### src/rtl/gpbs_pkg.sv
`timescale 1ns / 1ps
// ----------------------------------------------------------------------------
// gpbs_pkg
// Shared types, constants and helper functions of the prefiltered scaler.
// ----------------------------------------------------------------------------
package gpbs_pkg;

   localparam int DEF_MAX_SRC_WIDTH  = 352;
   localparam int DEF_MAX_SRC_HEIGHT = 288;
   localparam int DEF_FRAC_BITS      = 8;

   localparam int COORD_W    = 10;   // pixel row or column
   localparam int SIZE_W     = 11;   // frame size, up to 1024
   localparam int FRAC_MAX_W = 12;   // widest fraction the queue carries
   localparam int MAX_DST    = 1024;
   localparam int CSR_IDX_W  = 3;
   localparam int CSR_DATA_W = 11;
   localparam int QUEUE_DEPTH = 2;
   localparam int QPTR_W      = 1;
   localparam int ACC_W       = 16;  // 3x3 weighted sum of one channel

   // Register indexes
   localparam logic [CSR_IDX_W-1:0] REG_SRC_WIDTH  = 3'd0;
   localparam logic [CSR_IDX_W-1:0] REG_SRC_HEIGHT = 3'd1;
   localparam logic [CSR_IDX_W-1:0] REG_DST_WIDTH  = 3'd2;
   localparam logic [CSR_IDX_W-1:0] REG_DST_HEIGHT = 3'd3;
   localparam logic [CSR_IDX_W-1:0] REG_FILTER_EN  = 3'd4;

   // Operation codes
   localparam logic OP_WRITE = 1'b0;
   localparam logic OP_READ  = 1'b1;

   // Tap offset codes
   localparam logic [1:0] TAP_MINUS  = 2'd0;
   localparam logic [1:0] TAP_CENTRE = 2'd1;
   localparam logic [1:0] TAP_PLUS   = 2'd2;

   // Gaussian weights, Q8
   localparam logic [5:0] WT_CORNER = 6'd19;
   localparam logic [5:0] WT_EDGE   = 6'd32;
   localparam logic [5:0] WT_CENTRE = 6'd52;

   typedef struct packed {
      logic       op;
      logic [9:0] pix_row;
      logic [9:0] pix_col;
      logic [7:0] in_red;
      logic [7:0] in_green;
      logic [7:0] in_blue;
   } req_type;

   typedef struct packed {
      logic [7:0] out_red;
      logic [7:0] out_green;
      logic [7:0] out_blue;
      logic       is_read_reply;
      logic       bad_position;
   } rsp_type;

   // Effective (saturated) configuration seen by both halves
   typedef struct packed {
      logic [SIZE_W-1:0] src_w;
      logic [SIZE_W-1:0] src_h;
      logic [SIZE_W-1:0] dst_w;
      logic [SIZE_W-1:0] dst_h;
      logic              filt;
   } cfg_type;

   // One classified item as it travels from the front to the back
   typedef struct packed {
      logic                  op;
      logic                  bad;
      logic [COORD_W-1:0]    y0;
      logic [COORD_W-1:0]    x0;
      logic [COORD_W-1:0]    y1;
      logic [COORD_W-1:0]    x1;
      logic [FRAC_MAX_W-1:0] a_frac;
      logic [FRAC_MAX_W-1:0] b_frac;
      logic [23:0]           rgb;
   } item_type;

   // Tap position: reflect about the centre, then clamp to the frame.
   function automatic logic [COORD_W-1:0] tap_coord(input logic [COORD_W-1:0] c,
                                                    input logic [1:0] d,
                                                    input logic [SIZE_W-1:0] size);
      logic [SIZE_W-1:0] cp1;
      logic [SIZE_W-1:0] cm1;
      logic [SIZE_W-1:0] last;
      logic [SIZE_W-1:0] p;
      cp1  = {1'b0, c} + SIZE_W'(1);
      cm1  = {1'b0, c} - SIZE_W'(1);
      last = size - SIZE_W'(1);
      p    = {1'b0, c};
      unique case (d)
         TAP_MINUS: begin
            if (c != '0)       p = cm1;
            else if (cp1 < size) p = cp1;
            else               p = last;
         end
         TAP_PLUS: begin
            if (cp1 < size)    p = cp1;
            else if (c != '0)  p = cm1;
            else               p = '0;
         end
         TAP_CENTRE: p = {1'b0, c};
         default:    p = {1'b0, c};
      endcase
      return p[COORD_W-1:0];
   endfunction

   function automatic logic [5:0] tap_weight(input logic [1:0] tr, input logic [1:0] tc);
      logic rc;
      logic cc;
      rc = (tr == TAP_CENTRE);
      cc = (tc == TAP_CENTRE);
      if (rc && cc)      return WT_CENTRE;
      else if (rc || cc) return WT_EDGE;
      else               return WT_CORNER;
   endfunction

endpackage

### src/rtl/gpbs_queue.sv
`timescale 1ns / 1ps
// ----------------------------------------------------------------------------
// gpbs_queue
// Short queue of classified items between the front and the back.
// ----------------------------------------------------------------------------
module gpbs_queue import gpbs_pkg::*; (
   input  logic     clock,
   input  logic     reset,
   input  logic     push,
   input  item_type push_item,
   input  logic     pop,
   output item_type head,
   output logic     empty,
   output logic     full
);
   localparam int CNT_W = $clog2(QUEUE_DEPTH + 1);

   item_type          slot_ff [QUEUE_DEPTH];
   logic [QPTR_W-1:0] wr_ff, wr_in, rd_ff, rd_in;
   logic [CNT_W-1:0]  cnt_ff, cnt_in;

   assign empty = (cnt_ff == '0);
   assign full  = (cnt_ff == CNT_W'(QUEUE_DEPTH));
   assign head  = slot_ff[rd_ff];

   always_comb begin
      wr_in  = push ? wr_ff + QPTR_W'(1) : wr_ff;
      rd_in  = pop  ? rd_ff + QPTR_W'(1) : rd_ff;
      cnt_in = cnt_ff + CNT_W'(push) - CNT_W'(pop);
   end

   always_ff @(posedge clock) begin
      if (reset) begin
         wr_ff  <= '0;
         rd_ff  <= '0;
         cnt_ff <= '0;
      end else begin
         wr_ff  <= wr_in;
         rd_ff  <= rd_in;
         cnt_ff <= cnt_in;
      end
      if (push) slot_ff[wr_ff] <= push_item;
   end

   a_no_overflow: assert property (@(posedge clock) disable iff (reset)
      push |-> !full)
      else $error("queue written while full");

   a_no_underflow: assert property (@(posedge clock) disable iff (reset)
      pop |-> !empty)
      else $error("queue read while empty");

endmodule

### config.mk
export PLATFORM = sky130hd
export DESIGN_NAME = gpbs_queue
export DESIGN_NICKNAME = d
export VERILOG_FILES = /design/src/rtl/gpbs_pkg.sv /design/src/rtl/gpbs_queue.sv
export SDC_FILE = /design/constraint.sdc
export NUM_CORES = 1
export LEC_CHECK = 0
export BUFFER_PORTS_ARGS = -buffer_cell sky130_fd_sc_hd__buf_2
export CORE_ASPECT_RATIO = 2
export CORE_MARGIN = 2
export CORE_UTILIZATION = 30
export CTS_BUF_LIST = sky130_fd_sc_hd__clkbuf_8
export DETAILED_ROUTE_END_ITERATION = 16
export GPL_ROUTABILITY_DRIVEN = 0
export PLACE_DENSITY_LB_ADDON = 0.15
export SLEW_MARGIN = 5
export SYNTH_ARGS = -nofsm -noshare
export SYNTH_HDL_FRONTEND = slang
export SYNTH_SLANG_ARGS = --single-unit
### constraint.sdc
create_clock -name clock -period 7.1 [get_ports clock]
set_clock_uncertainty 0.05 [all_clocks]
set_input_delay 0.355 -clock clock [delete_from_list [all_inputs] [get_ports clock]]
set_output_delay 0.355 -clock clock [all_outputs]
set_load 0.005 [all_outputs]
==> results_dict.tcl <==
set metrics [dict create \
    yosysUniqueCellTypes 12 \
    synth-main-ff-cell "edfxtp_1" \
    hp-start "push_item[41]" \
    postSynthCellCount 301 \
    r2r_cells 2 \
    endpoint_kind "output pin" \
    path_max_fanout 49 \
    max_freq_mhz 313.0 \
    die_width_um 113.3 \
    status "finished, final reports clean" \
    grt_pass1_wl_mm 21.11 \
    yosysSeqAreaShare_pct 76.84 \
    hpwl_mm 8.591 \
    layout.nets 684 \
    fill_cells 2195 \
    start_kind "flip-flop" \
    worst-slew-pin-transition_ps 979.7 \
    clk_path_buf_depth 2 \
    floorplan.die_area_sq_mm 0.02521 \
    grt_max_degree 50 \
    routedWlPerCell_um 15.60 \
    drive_gt1_share_pct 51.75 \
    ctsHtreeMaxLevel 4 \
    reg2reg_slack_ps 4920 \
    yosys-top-cells-count "edfxtp_1, mux2_4, buf_12, dfxtp_1, nor2_1" \
    start_util_pct 30.33 \
    design_area_sq_mm 0.009627 \
    rr_endpoint "slot_ff[1][50]$_DFFE_PP_" \
    cts_setup_buffers 0 \
    syn_area_sq_mm 0.007164 \
    cp.required_ps 6690 \
    yosys.area.top_type_share_pct 75.45 \
    area_delta_synth_final_pct 34.37 \
    worstHoldPathType "in2reg" \
    root_buffer "clkbuf_8" \
    synth_nets 397 \
    min_path_cells 1 \
    fin_tns_setup_ps 0 \
    hold_path_end "slot_ff[1][41]$_DFFE_PP_" \
    insertedDiodeCount 0 \
    synth_edf_count 180 \
    synth_area_leader_cell "edfxtp_1" \
    peakVddDrop_v 0.0001560 \
    io_pins 186 \
    track_usage_pct 11.29 \
    slowest_delay_ps 890 \
    slew_headroom_pct 34.69 \
    cp_data_arrival_time_ps 2790 \
    drtAntennaViolNets 0 \
    synth_seq_cells 185 \
    grt_pass1_vias 3931 \
    crit_type "reg2out" \
    num_vias 3705 \
    yosys_warnings 0 \
    synthArstFlopShare_pct 0 \
    viasPerCell 4.172 \
    pwr_density_cell_mw_per_mm2 246.5 \
    antenna_found_initial 0 \
    rsz0062_at_grt "no" \
    cts_made_buffers 17 \
    core_sq_mm 0.02362 \
    period_needed_ps 3195 \
    yosys.cell_count.top_type "edfxtp_1" \
    fin_crit_sh_pct 44.99 \
    total_power_w 0.002373 \
    die_h_um 222.5 \
    regToRegStartpoint "wr_ff$_SDFFE_PP0P_" \
    cts_num_sinks 185 \
    clk_pin_slew_worst_paths_ps 90 \
    fp-row-count 80 \
    cts_tree "yes" \
    grt_overflow 0 \
    avgSynthCellArea_sq_um 23.80 \
    drt_iter0_markers 77 \
    cap_violations 0 \
    critical_path.cell_chain "buf_4, mux2_4, buf_2" \
    routed_wl_mm 13.85 \
    drv_slew 0 \
    dr.pass1.iters 4 \
    placed_area_sq_mm 0.008302 \
    whs_ps 51.67 \
    critPathSlowestCell "dfxtp_4" \
    finalSetupViolCount 0 \
    port_buffers 185 \
    clock_latency_ps 460 \
    synthTopCellsByArea "edfxtp_1, mux2_4, buf_12, dfxtp_1, ha_1" \
    leakage_nw 3.814 \
    drc_errors 0 \
    hold_viol 0 \
]
[worst max-delay path, delay by kind of cell (launching register included)]
family	cells	cell delay, ps
buffers and inverters	2	980
multiplexers	1	360
flip-flops	1	890
[where the power goes]
group / internal, W / switching [W]
registers: 0.00127 / 0.0000303
logic: 0.000191 / 0.000123
clock network: 0.000386 / 0.000370
total: 0.00185 / 0.000523
[metrics by stage]
stage	instances	setup WS (ps)	util [%]
3_3_place_gp	767	4308	35.14
4_1_cts	887	3777	40.71
3_5_place_dp	767	4315	35.14
6_report	888	3905	40.75
5_1_grt	888	3703	40.75
2_1_floorplan	301	2184	-
[state kept, by name, indices dropped and copies added, names as in the netlist, named ones only]
signal,flops
slot_ff,180
cnt_ff,2
rd_ff,1
wr_ff,1
[layer usage]
metal  up-vias  wire length, um  track usage, %
li1       1754                -               -
met1      1777             5974           13.75
met2       164             6542           17.91
met3        10             1111           4.692
met4         0              223           4.131
met5         -                0               0
[kinds of logic after synthesis]
kind of cell	share of synthesized area, %
and+or+nand+nor	0.6114
muxes	18.86
DFF	76.84
xor gates and xnor gates	0.5589
adders and majority gates	0.3492
buffers and inverters	2.777
[cell type report]
type	instances	area (sq um)	area share (%)
clock buffer	17	234.0	2.430
clock inverter	15	200.2	2.080
inverter	2	7.507	0.07798
multi-input combinational	104	1470	15.27
sequential	185	5509	57.23
tap	287	359.1	3.730
timing repair buffer	278	1847	19.18
[layout by cell type (no fill, tap or decap), drive strengths merged]
cell           n
and2           1
inv            8
clkinvlp       1
dlygate4sd3   89
clkbuf        17
buf          189
edfxtp       180
ha             2
nor2b          3
dfxtp          5
mux2          90
xnor2          2
nor2           5
xnor3          1
clkinv         4
bufinv         4
[worst max path at each step]
stage                                   end  depth (start not counted)
floorplan           slot_ff[0][0]$_DFFE_PP_                          1
global route                       head[58]                          3
finish                             head[66]                          3
global placement                   head[66]                          3
detailed placement                 head[66]                          3
CTS                                head[66]                          3
[what timing repair did]
action                                  CTS  global route
endpoints found under the setup margin    0             0
hold endpoints to repair                174             2
gates resized for setup                   0             0
hold buffers                             88             1
No activity file was read; power rests on OpenSTA's default activity.
