## src/rtl/gpbs_pkg.sv

```systemverilog
`timescale 1ns / 1ps
// ----------------------------------------------------------------------------
// gpbs_pkg
// Shared types, constants and helper functions of the prefiltered scaler.
// ----------------------------------------------------------------------------
package gpbs_pkg;

   localparam int DEF_MAX_SRC_WIDTH  = 352;
   localparam int DEF_MAX_SRC_HEIGHT = 288;
   localparam int DEF_FRAC_BITS      = 8;

   localparam int COORD_W    = 10;   // pixel row or column
   localparam int SIZE_W     = 11;   // frame size, up to 1024
   localparam int FRAC_MAX_W = 12;   // widest fraction the queue carries
   localparam int MAX_DST    = 1024;
   localparam int CSR_IDX_W  = 3;
   localparam int CSR_DATA_W = 11;
   localparam int QUEUE_DEPTH = 2;
   localparam int QPTR_W      = 1;
   localparam int ACC_W       = 16;  // 3x3 weighted sum of one channel

   // Register indexes
   localparam logic [CSR_IDX_W-1:0] REG_SRC_WIDTH  = 3'd0;
   localparam logic [CSR_IDX_W-1:0] REG_SRC_HEIGHT = 3'd1;
   localparam logic [CSR_IDX_W-1:0] REG_DST_WIDTH  = 3'd2;
   localparam logic [CSR_IDX_W-1:0] REG_DST_HEIGHT = 3'd3;
   localparam logic [CSR_IDX_W-1:0] REG_FILTER_EN  = 3'd4;

   // Operation codes
   localparam logic OP_WRITE = 1'b0;
   localparam logic OP_READ  = 1'b1;

   // Tap offset codes
   localparam logic [1:0] TAP_MINUS  = 2'd0;
   localparam logic [1:0] TAP_CENTRE = 2'd1;
   localparam logic [1:0] TAP_PLUS   = 2'd2;

   // Gaussian weights, Q8
   localparam logic [5:0] WT_CORNER = 6'd19;
   localparam logic [5:0] WT_EDGE   = 6'd32;
   localparam logic [5:0] WT_CENTRE = 6'd52;

   typedef struct packed {
      logic       op;
      logic [9:0] pix_row;
      logic [9:0] pix_col;
      logic [7:0] in_red;
      logic [7:0] in_green;
      logic [7:0] in_blue;
   } req_type;

   typedef struct packed {
      logic [7:0] out_red;
      logic [7:0] out_green;
      logic [7:0] out_blue;
      logic       is_read_reply;
      logic       bad_position;
   } rsp_type;

   // Effective (saturated) configuration seen by both halves
   typedef struct packed {
      logic [SIZE_W-1:0] src_w;
      logic [SIZE_W-1:0] src_h;
      logic [SIZE_W-1:0] dst_w;
      logic [SIZE_W-1:0] dst_h;
      logic              filt;
   } cfg_type;

   // One classified item as it travels from the front to the back
   typedef struct packed {
      logic                  op;
      logic                  bad;
      logic [COORD_W-1:0]    y0;
      logic [COORD_W-1:0]    x0;
      logic [COORD_W-1:0]    y1;
      logic [COORD_W-1:0]    x1;
      logic [FRAC_MAX_W-1:0] a_frac;
      logic [FRAC_MAX_W-1:0] b_frac;
      logic [23:0]           rgb;
   } item_type;

   // Tap position: reflect about the centre, then clamp to the frame.
   function automatic logic [COORD_W-1:0] tap_coord(input logic [COORD_W-1:0] c,
                                                    input logic [1:0] d,
                                                    input logic [SIZE_W-1:0] size);
      logic [SIZE_W-1:0] cp1;
      logic [SIZE_W-1:0] cm1;
      logic [SIZE_W-1:0] last;
      logic [SIZE_W-1:0] p;
      cp1  = {1'b0, c} + SIZE_W'(1);
      cm1  = {1'b0, c} - SIZE_W'(1);
      last = size - SIZE_W'(1);
      p    = {1'b0, c};
      unique case (d)
         TAP_MINUS: begin
            if (c != '0)       p = cm1;
            else if (cp1 < size) p = cp1;
            else               p = last;
         end
         TAP_PLUS: begin
            if (cp1 < size)    p = cp1;
            else if (c != '0)  p = cm1;
            else               p = '0;
         end
         TAP_CENTRE: p = {1'b0, c};
         default:    p = {1'b0, c};
      endcase
      return p[COORD_W-1:0];
   endfunction

   function automatic logic [5:0] tap_weight(input logic [1:0] tr, input logic [1:0] tc);
      logic rc;
      logic cc;
      rc = (tr == TAP_CENTRE);
      cc = (tc == TAP_CENTRE);
      if (rc && cc)      return WT_CENTRE;
      else if (rc || cc) return WT_EDGE;
      else               return WT_CORNER;
   endfunction

endpackage

```

## src/rtl/gpbs_div.sv

```systemverilog
`timescale 1ns / 1ps
// ----------------------------------------------------------------------------
// gpbs_div
// Restoring divider, one quotient bit per cycle.
// ----------------------------------------------------------------------------
module gpbs_div #(
   parameter int NUM_W = 29,
   parameter int DEN_W = 11
) (
   input  logic             clock,
   input  logic             reset,
   input  logic             start,
   input  logic [NUM_W-1:0] numer,
   input  logic [DEN_W-1:0] denom,
   output logic             done,
   output logic [NUM_W-1:0] quotient
);
   localparam int CNT_W = $clog2(NUM_W + 1);

   logic             run_ff, run_in;
   logic             done_ff, done_in;
   logic [CNT_W-1:0] cnt_ff, cnt_in;
   logic [NUM_W-1:0] num_ff, num_in;
   logic [DEN_W-1:0] rem_ff, rem_in;
   logic [DEN_W-1:0] den_ff, den_in;
   logic [DEN_W:0]   trial;
   logic             ge;

   assign trial = {rem_ff, num_ff[NUM_W-1]};
   assign ge    = trial >= {1'b0, den_ff};

   always_comb begin
      run_in  = run_ff;
      done_in = 1'b0;
      cnt_in  = cnt_ff;
      num_in  = num_ff;
      rem_in  = rem_ff;
      den_in  = den_ff;
      if (start) begin
         run_in = 1'b1;
         cnt_in = CNT_W'(NUM_W);
         num_in = numer;
         rem_in = '0;
         den_in = denom;
      end else if (run_ff) begin
         rem_in = ge ? DEN_W'(trial - {1'b0, den_ff}) : trial[DEN_W-1:0];
         num_in = {num_ff[NUM_W-2:0], ge};
         cnt_in = cnt_ff - CNT_W'(1);
         if (cnt_ff == CNT_W'(1)) begin
            run_in  = 1'b0;
            done_in = 1'b1;
         end
      end
   end

   always_ff @(posedge clock) begin
      if (reset) begin
         run_ff  <= 1'b0;
         done_ff <= 1'b0;
         cnt_ff  <= '0;
      end else begin
         run_ff  <= run_in;
         done_ff <= done_in;
         cnt_ff  <= cnt_in;
      end
      num_ff <= num_in;
      rem_ff <= rem_in;
      den_ff <= den_in;
   end

   assign done     = done_ff;
   assign quotient = num_ff;

endmodule

```

## src/rtl/gpbs_front.sv

```systemverilog
`timescale 1ns / 1ps
// ----------------------------------------------------------------------------
// gpbs_front
// Accepts items, checks positions and maps read positions to the source grid.
// ----------------------------------------------------------------------------
module gpbs_front import gpbs_pkg::*; #(
   parameter int FRAC_BITS = DEF_FRAC_BITS
) (
   input  logic     clock,
   input  logic     reset,
   input  logic     start,
   input  req_type  req,
   input  cfg_type  cfg,
   output logic     busy,
   output logic     push,
   output item_type push_item,
   input  logic     full
);
   localparam int PROD_W = 21;
   localparam int NUM_W  = PROD_W + FRAC_BITS;

   typedef enum logic [4:0] {
      F_IDLE  = 5'b00001,
      F_MUL   = 5'b00010,
      F_START = 5'b00100,
      F_DIV   = 5'b01000,
      F_PUSH  = 5'b10000
   } fstate_type;

   fstate_type         state_ff, state_in;
   item_type           item_ff, item_in;
   logic [PROD_W-1:0]  prod_y_ff, prod_y_in, prod_x_ff, prod_x_in;
   logic               div_done_y, div_done_x;
   logic [NUM_W-1:0]   quo_y, quo_x;
   logic [COORD_W-1:0] y0, x0;
   logic [SIZE_W-1:0]  y0p1, x0p1;
   logic               bad;

   assign bad = (req.op == OP_WRITE)
              ? (({1'b0, req.pix_row} >= cfg.src_h) || ({1'b0, req.pix_col} >= cfg.src_w))
              : (({1'b0, req.pix_row} >= cfg.dst_h) || ({1'b0, req.pix_col} >= cfg.dst_w));

   assign y0   = quo_y[FRAC_BITS +: COORD_W];
   assign x0   = quo_x[FRAC_BITS +: COORD_W];
   assign y0p1 = {1'b0, y0} + SIZE_W'(1);
   assign x0p1 = {1'b0, x0} + SIZE_W'(1);

   gpbs_div #(.NUM_W(NUM_W), .DEN_W(SIZE_W)) u_div_y (
      .clock(clock), .reset(reset), .start(state_ff == F_START),
      .numer({prod_y_ff, {FRAC_BITS{1'b0}}}), .denom(cfg.dst_h),
      .done(div_done_y), .quotient(quo_y)
   );

   gpbs_div #(.NUM_W(NUM_W), .DEN_W(SIZE_W)) u_div_x (
      .clock(clock), .reset(reset), .start(state_ff == F_START),
      .numer({prod_x_ff, {FRAC_BITS{1'b0}}}), .denom(cfg.dst_w),
      .done(div_done_x), .quotient(quo_x)
   );

   always_comb begin
      state_in  = state_ff;
      item_in   = item_ff;
      prod_y_in = prod_y_ff;
      prod_x_in = prod_x_ff;
      unique case (state_ff)
         F_IDLE: begin
            if (start) begin
               item_in        = '0;
               item_in.op     = req.op;
               item_in.bad    = bad;
               item_in.y0     = req.pix_row;
               item_in.x0     = req.pix_col;
               item_in.rgb    = {req.in_red, req.in_green, req.in_blue};
               state_in = ((req.op == OP_WRITE) || bad) ? F_PUSH : F_MUL;
            end
         end
         F_MUL: begin
            prod_y_in = PROD_W'(cfg.src_h) * PROD_W'(item_ff.y0);
            prod_x_in = PROD_W'(cfg.src_w) * PROD_W'(item_ff.x0);
            state_in  = F_START;
         end
         F_START: state_in = F_DIV;
         F_DIV: begin
            if (div_done_y && div_done_x) begin
               item_in.y0     = y0;
               item_in.x0     = x0;
               item_in.y1     = (y0p1 < cfg.src_h) ? y0p1[COORD_W-1:0]
                                                   : COORD_W'(cfg.src_h - SIZE_W'(1));
               item_in.x1     = (x0p1 < cfg.src_w) ? x0p1[COORD_W-1:0]
                                                   : COORD_W'(cfg.src_w - SIZE_W'(1));
               item_in.b_frac = FRAC_MAX_W'(quo_y[FRAC_BITS-1:0]);
               item_in.a_frac = FRAC_MAX_W'(quo_x[FRAC_BITS-1:0]);
               state_in = F_PUSH;
            end
         end
         F_PUSH: if (!full) state_in = F_IDLE;
         default: state_in = F_IDLE;
      endcase
   end

   always_ff @(posedge clock) begin
      if (reset) begin
         state_ff <= F_IDLE;
      end else begin
         state_ff <= state_in;
      end
      item_ff   <= item_in;
      prod_y_ff <= prod_y_in;
      prod_x_ff <= prod_x_in;
   end

   assign busy      = (state_ff != F_IDLE);
   assign push      = (state_ff == F_PUSH) && !full;
   assign push_item = item_ff;

   // An accepted item always leaves the front busy in the following cycle.
   a_accept_busy: assert property (@(posedge clock) disable iff (reset)
      (start && !busy) |=> busy)
      else $error("front did not go busy after accepting an item");

endmodule

```

## config.mk

```make
export PLATFORM = sky130hd
export DESIGN_NAME = gpbs_front
export DESIGN_NICKNAME = d
export VERILOG_FILES = /design/src/rtl/gpbs_pkg.sv /design/src/rtl/gpbs_div.sv /design/src/rtl/gpbs_front.sv
export SDC_FILE = /design/constraint.sdc
export NUM_CORES = 1
export LEC_CHECK = 0
export BUFFER_PORTS_ARGS = -buffer_cell sky130_fd_sc_hd__buf_2
export CORE_UTILIZATION = 55
export DETAILED_ROUTE_END_ITERATION = 12
export MAX_ROUTING_LAYER = met4
export PLACE_DENSITY = 0.77
export SETUP_SLACK_MARGIN = 0.5
export SYNTH_ARGS = -nofsm -noshare
export SYNTH_HDL_FRONTEND = slang
export SYNTH_SLANG_ARGS = --single-unit
```

## constraint.sdc

```tcl
create_clock -name clock -period 4.9 [get_ports clock]
set_clock_uncertainty 0.05 [all_clocks]
set_input_delay 0.49 -clock clock [delete_from_list [all_inputs] [get_ports clock]]
set_output_delay 0.49 -clock clock [all_outputs]
set_load 0.02 [all_outputs]
```

==> run_results.csv <==
group,metric,value,unit
sta,slew_headroom,20.6,%
clock_network,cts_max_path_buffers,3,
hold_path,holdCritPathClass,"in -> reg",
grt,grt_pass1_vias,15600,
logic_synthesis,synth_edf_count,188,
setup_path,r2r-end,"prod_x_ff[19]$_DFFE_PP_",
die,core-area,34900,um2
die,die_area,36600,um2
sta,slew_viol_final,0,
outcome,violations,"negative setup slack",
setup_path,cp.required,5.24,ns
clock_network,cts.sinks,245,
clock_network,clock-root-buffer,"clkbuf_16",
outcome,status,"finished, violations left",
setup_path,path_delay_family,"adder cells",
place,dp_slack,-0.336,ns
logic_synthesis,syn_avg_cell_area,9.99,um2
setup_path,crit_top_cell,"fa_1",
setup_path,critPathMaxStageDelay,0.54,ns
final_layout,final_util,68.0,%
clock_network,cts.clk_slew.worst_paths,0.07,ns
die,start_util,56.5,%
logic_synthesis,synth_most_common_cell,"nand2_1",
drt,dr.pass1.iters,5,
final_layout,fin_nets,2703,
die,top_level_ports,186,
setup_path,cp-start-kind,"register",
setup_path,worst-endpoint-arrival,5.41,ns
grt,antenna_found_initial,0,
logic_synthesis,yosysTopAreaCellShare,28.6,%
hold_path,hold_path_startpoint,"req[18]",
grt,grt_pass1_wl,76.8,mm
power,power_density,859,nW/um2
logic_synthesis,synth-seq-cells,245,
drt,ant_nets,0,
drt,drt_iter0_markers,889,
drt,routed_via_density,5.59,
grt,top_usage_layer,"met2",
clock_network,clk_latency,0.53,ns
sta,fin_hold_ws,0.0787,ns
sta,rsz0062_at_grt,"yes",
place,io_buffers,176,
grt,met2_usage,46.9,%
sta,fmax,197,MHz
final_layout,synthToLayoutAreaGrowth,20.4,%
sta,setup_violations,12,
logic_synthesis,synth_area,19700,um2
clock_network,ctsHtreeMaxLevel,1,
grt,grt_util_met1,33.3,%
place,hpwl,35.2,mm
drt,via_count,15300,
logic_synthesis,yosysUniqueCellTypes,76,
setup_path,worst-setup-path-type,"reg -> reg",
sta,tightest_slew,1.19,ns
setup_path,worst_setup_path_end_kind,"register",
grt,use_met3,2.33,%
logic_synthesis,synthArstFlopShare,0,%
setup_path,critPathMaxFanout,4,
die,fp-row-count,68,
setup_path,ff2ff_path_depth,19,
hold_path,holdPathStages,1,
final_layout,drive_above_1_share,24.6,%
die,die_h,191,um
setup_path,worstSetupStartpoint,"push_item[71]$_DFFE_PP_",
logic_synthesis,synth_common_cells,"nand2_1 (249), inv_1 (233), ha_1 (202)",
sta,report.final.hold_viol_count,0,
grt,grt_usage,26.9,%
setup_path,worstPathCellList,"buf_6 -> nand2_4 -> fa_1 -> inv_1 -> fa_1 -> inv_1 -> fa_1 -> inv_2 -> fa_1 -> inv_1 -> fa_1 -> inv_2 -> ha_4 -> o21ai_2 -> or2b_4 -> o31ai_4 -> a311o_1 -> or4_1 -> nand3_1",
sta,fin_crit_sh,103,%
place,gp_congestion,0.939,
drt,drc,0,
drt,avgRoutedWirePerCell,17.4,um
setup_path,r2r-start,"push_item[71]$_DFFE_PP_",
final_layout,insertedDiodeCount,0,
grt,grt_max_degree,73,
logic_synthesis,synthTopCellsByArea,"edfxtp_1 (29%), fa_1 (14%), ha_1 (13%)",
hold_path,min_to,"push_item[18]$_DFFE_PP_",
clock_network,cts_buffers,26,
logic_synthesis,yosysTopAreaCell,"edfxtp_1",
logic_synthesis,syn_inst,1973,
power,vdd_drop_max,952,uV
die,die_w,191,um
sta,finalCriticalPeriod,5.07,ns
power,p_leak,11.1,nW
setup_path,crit_path_top_delay_cell,"fa_1",
sta,setup_ws,-0.167,ns
setup_path,path_buf_inv,6,
grt,globalRoute.totalOverflow,0,
logic_synthesis,synth_ff_type,"edfxtp_1",
drt,drt_wl_total,47.7,mm
flow_run,cap_violations,0,
setup_path,r2r_slack,-0.17,ns
clock_network,cts_tree,"done",
logic_synthesis,yosys_warnings,0,
logic_synthesis,seq_area_frac_synth,34.4,%
## flip-flops by register name, summed over array words and instances, names as in the netlist
signal            cells
u_div_x.run_ff        1
u_div_x.quotient     29
u_div_y.rem_ff       11
u_div_x.cnt_ff        5
u_div_y.quotient     29
u_div_y.done          1
u_div_x.den_ff       11
u_div_x.rem_ff       11
push_item            82
prod_x_ff            21
u_div_y.cnt_ff        5
u_div_x.done          1
u_div_y.den_ff       11
prod_y_ff            21
state_ff              5
u_div_y.run_ff        1
## where the power goes
group	switching, W	total, W	internal [W]	leakage, nW
sequential	0.000166	0.00319	0.00302	2.24
clock	0.000811	0.00189	0.00108	0.390
combinational	0.00759	0.0153	0.00773	8.45
total	0.00857	0.0204	0.0118	11.1
## worst reg2reg max path: stages, from the launching register on
cell	delay, ns
edfxtp_1	0.44
buf_6	0.14
nand2_4	0.05
fa_1	0.53
inv_1	0.05
fa_1	0.48
inv_1	0.05
fa_1	0.49
inv_2	0.04
fa_1	0.54
inv_1	0.05
fa_1	0.49
inv_2	0.05
ha_4	0.26
o21ai_2	0.05
or2b_4	0.21
o31ai_4	0.07
a311o_1	0.38
or4_1	0.42
nand3_1	0.10
## cell type report
cell class	count	area, um2
clock inverters	12	95.1
well taps	455	569
clock buffers	35	716
flip-flops and latches	245	6790
multi-input cells	1405	12400
inverters	235	882
repair buffers	352	2330
fillers	2621	11100
## stage by stage
stage	instances	TNS, ns	area [um2]	total power (W)
2_1_floorplan	1980	-0.246	20000	0.0115
3_3_place_gp	2648	-1.87	22000	0.0145
3_5_place_dp	2648	-3.10	22000	0.0150
4_1_cts	2720	-0.241	23300	0.0188
5_1_grt	2739	-3.76	23700	0.0221
6_report	2739	-1.02	23700	0.0204
## layout by cell type, fill, tap and decap left out, types with 9 or more instances in the layout
cell type,instances
a211oi_2,19
a21o_1,31
a21oi_1,62
a21oi_2,10
and2_1,124
and2_4,14
and3_1,27
buf_2,176
buf_4,147
buf_6,27
clkbuf_16,27
dfxtp_1,56
edfxtp_1,188
fa_1,134
ha_1,178
ha_4,22
inv_1,212
inv_2,22
mux2i_1,30
nand2_1,235
nand2b_1,9
nand3_1,90
nand4_1,13
nor2_1,75
nor2b_1,14
nor3_1,20
o21ai_0,36
xnor2_1,61
xor2_1,17
## what timing repair did
item / CTS / global route
gates resized for setup: 64 / 71
endpoints found under the setup margin: 25 / 27
setup buffers: 25 / 19
hold buffers: 0 / 0
pin swaps: 67 / 68
## per-layer routing
layer / share of wire, % / vias to the layer above
li1: - / 7223
met1: 41 / 7517
met2: 51 / 447
met3: 4.8 / 112
met4: 2.9 / 0
met5: 0 / -
## cell families after synthesis
logic type	count (synthesis)	share of synthesized area [%]
AOI/OAI and AO/OA	258	9.24
adders and majority gates	344	27.2
other	1	0.0190
xor gates and xnor gates	85	3.78
and+or+nand+nor	675	16.8
muxes	35	1.85
DFF	245	34.4
buffers and inverters	330	6.69
## worst max-delay path by stage
stage | endpoint | slack [ns] | cells past startpoint
4_1_cts | prod_x_ff[19]$_DFFE_PP_ | -0.09 | 17
2_1_floorplan | prod_x_ff[19]$_DFFE_PP_ | -0.1 | 17
3_3_place_gp | prod_y_ff[20]$_DFFE_PP_ | -0.22 | 20
5_1_grt | prod_x_ff[18]$_DFFE_PP_ | -0.34 | 20
3_5_place_dp | prod_y_ff[20]$_DFFE_PP_ | -0.34 | 18
6_report | prod_x_ff[19]$_DFFE_PP_ | -0.17 | 19
Note: power is estimated with default switching activity, not from simulation.
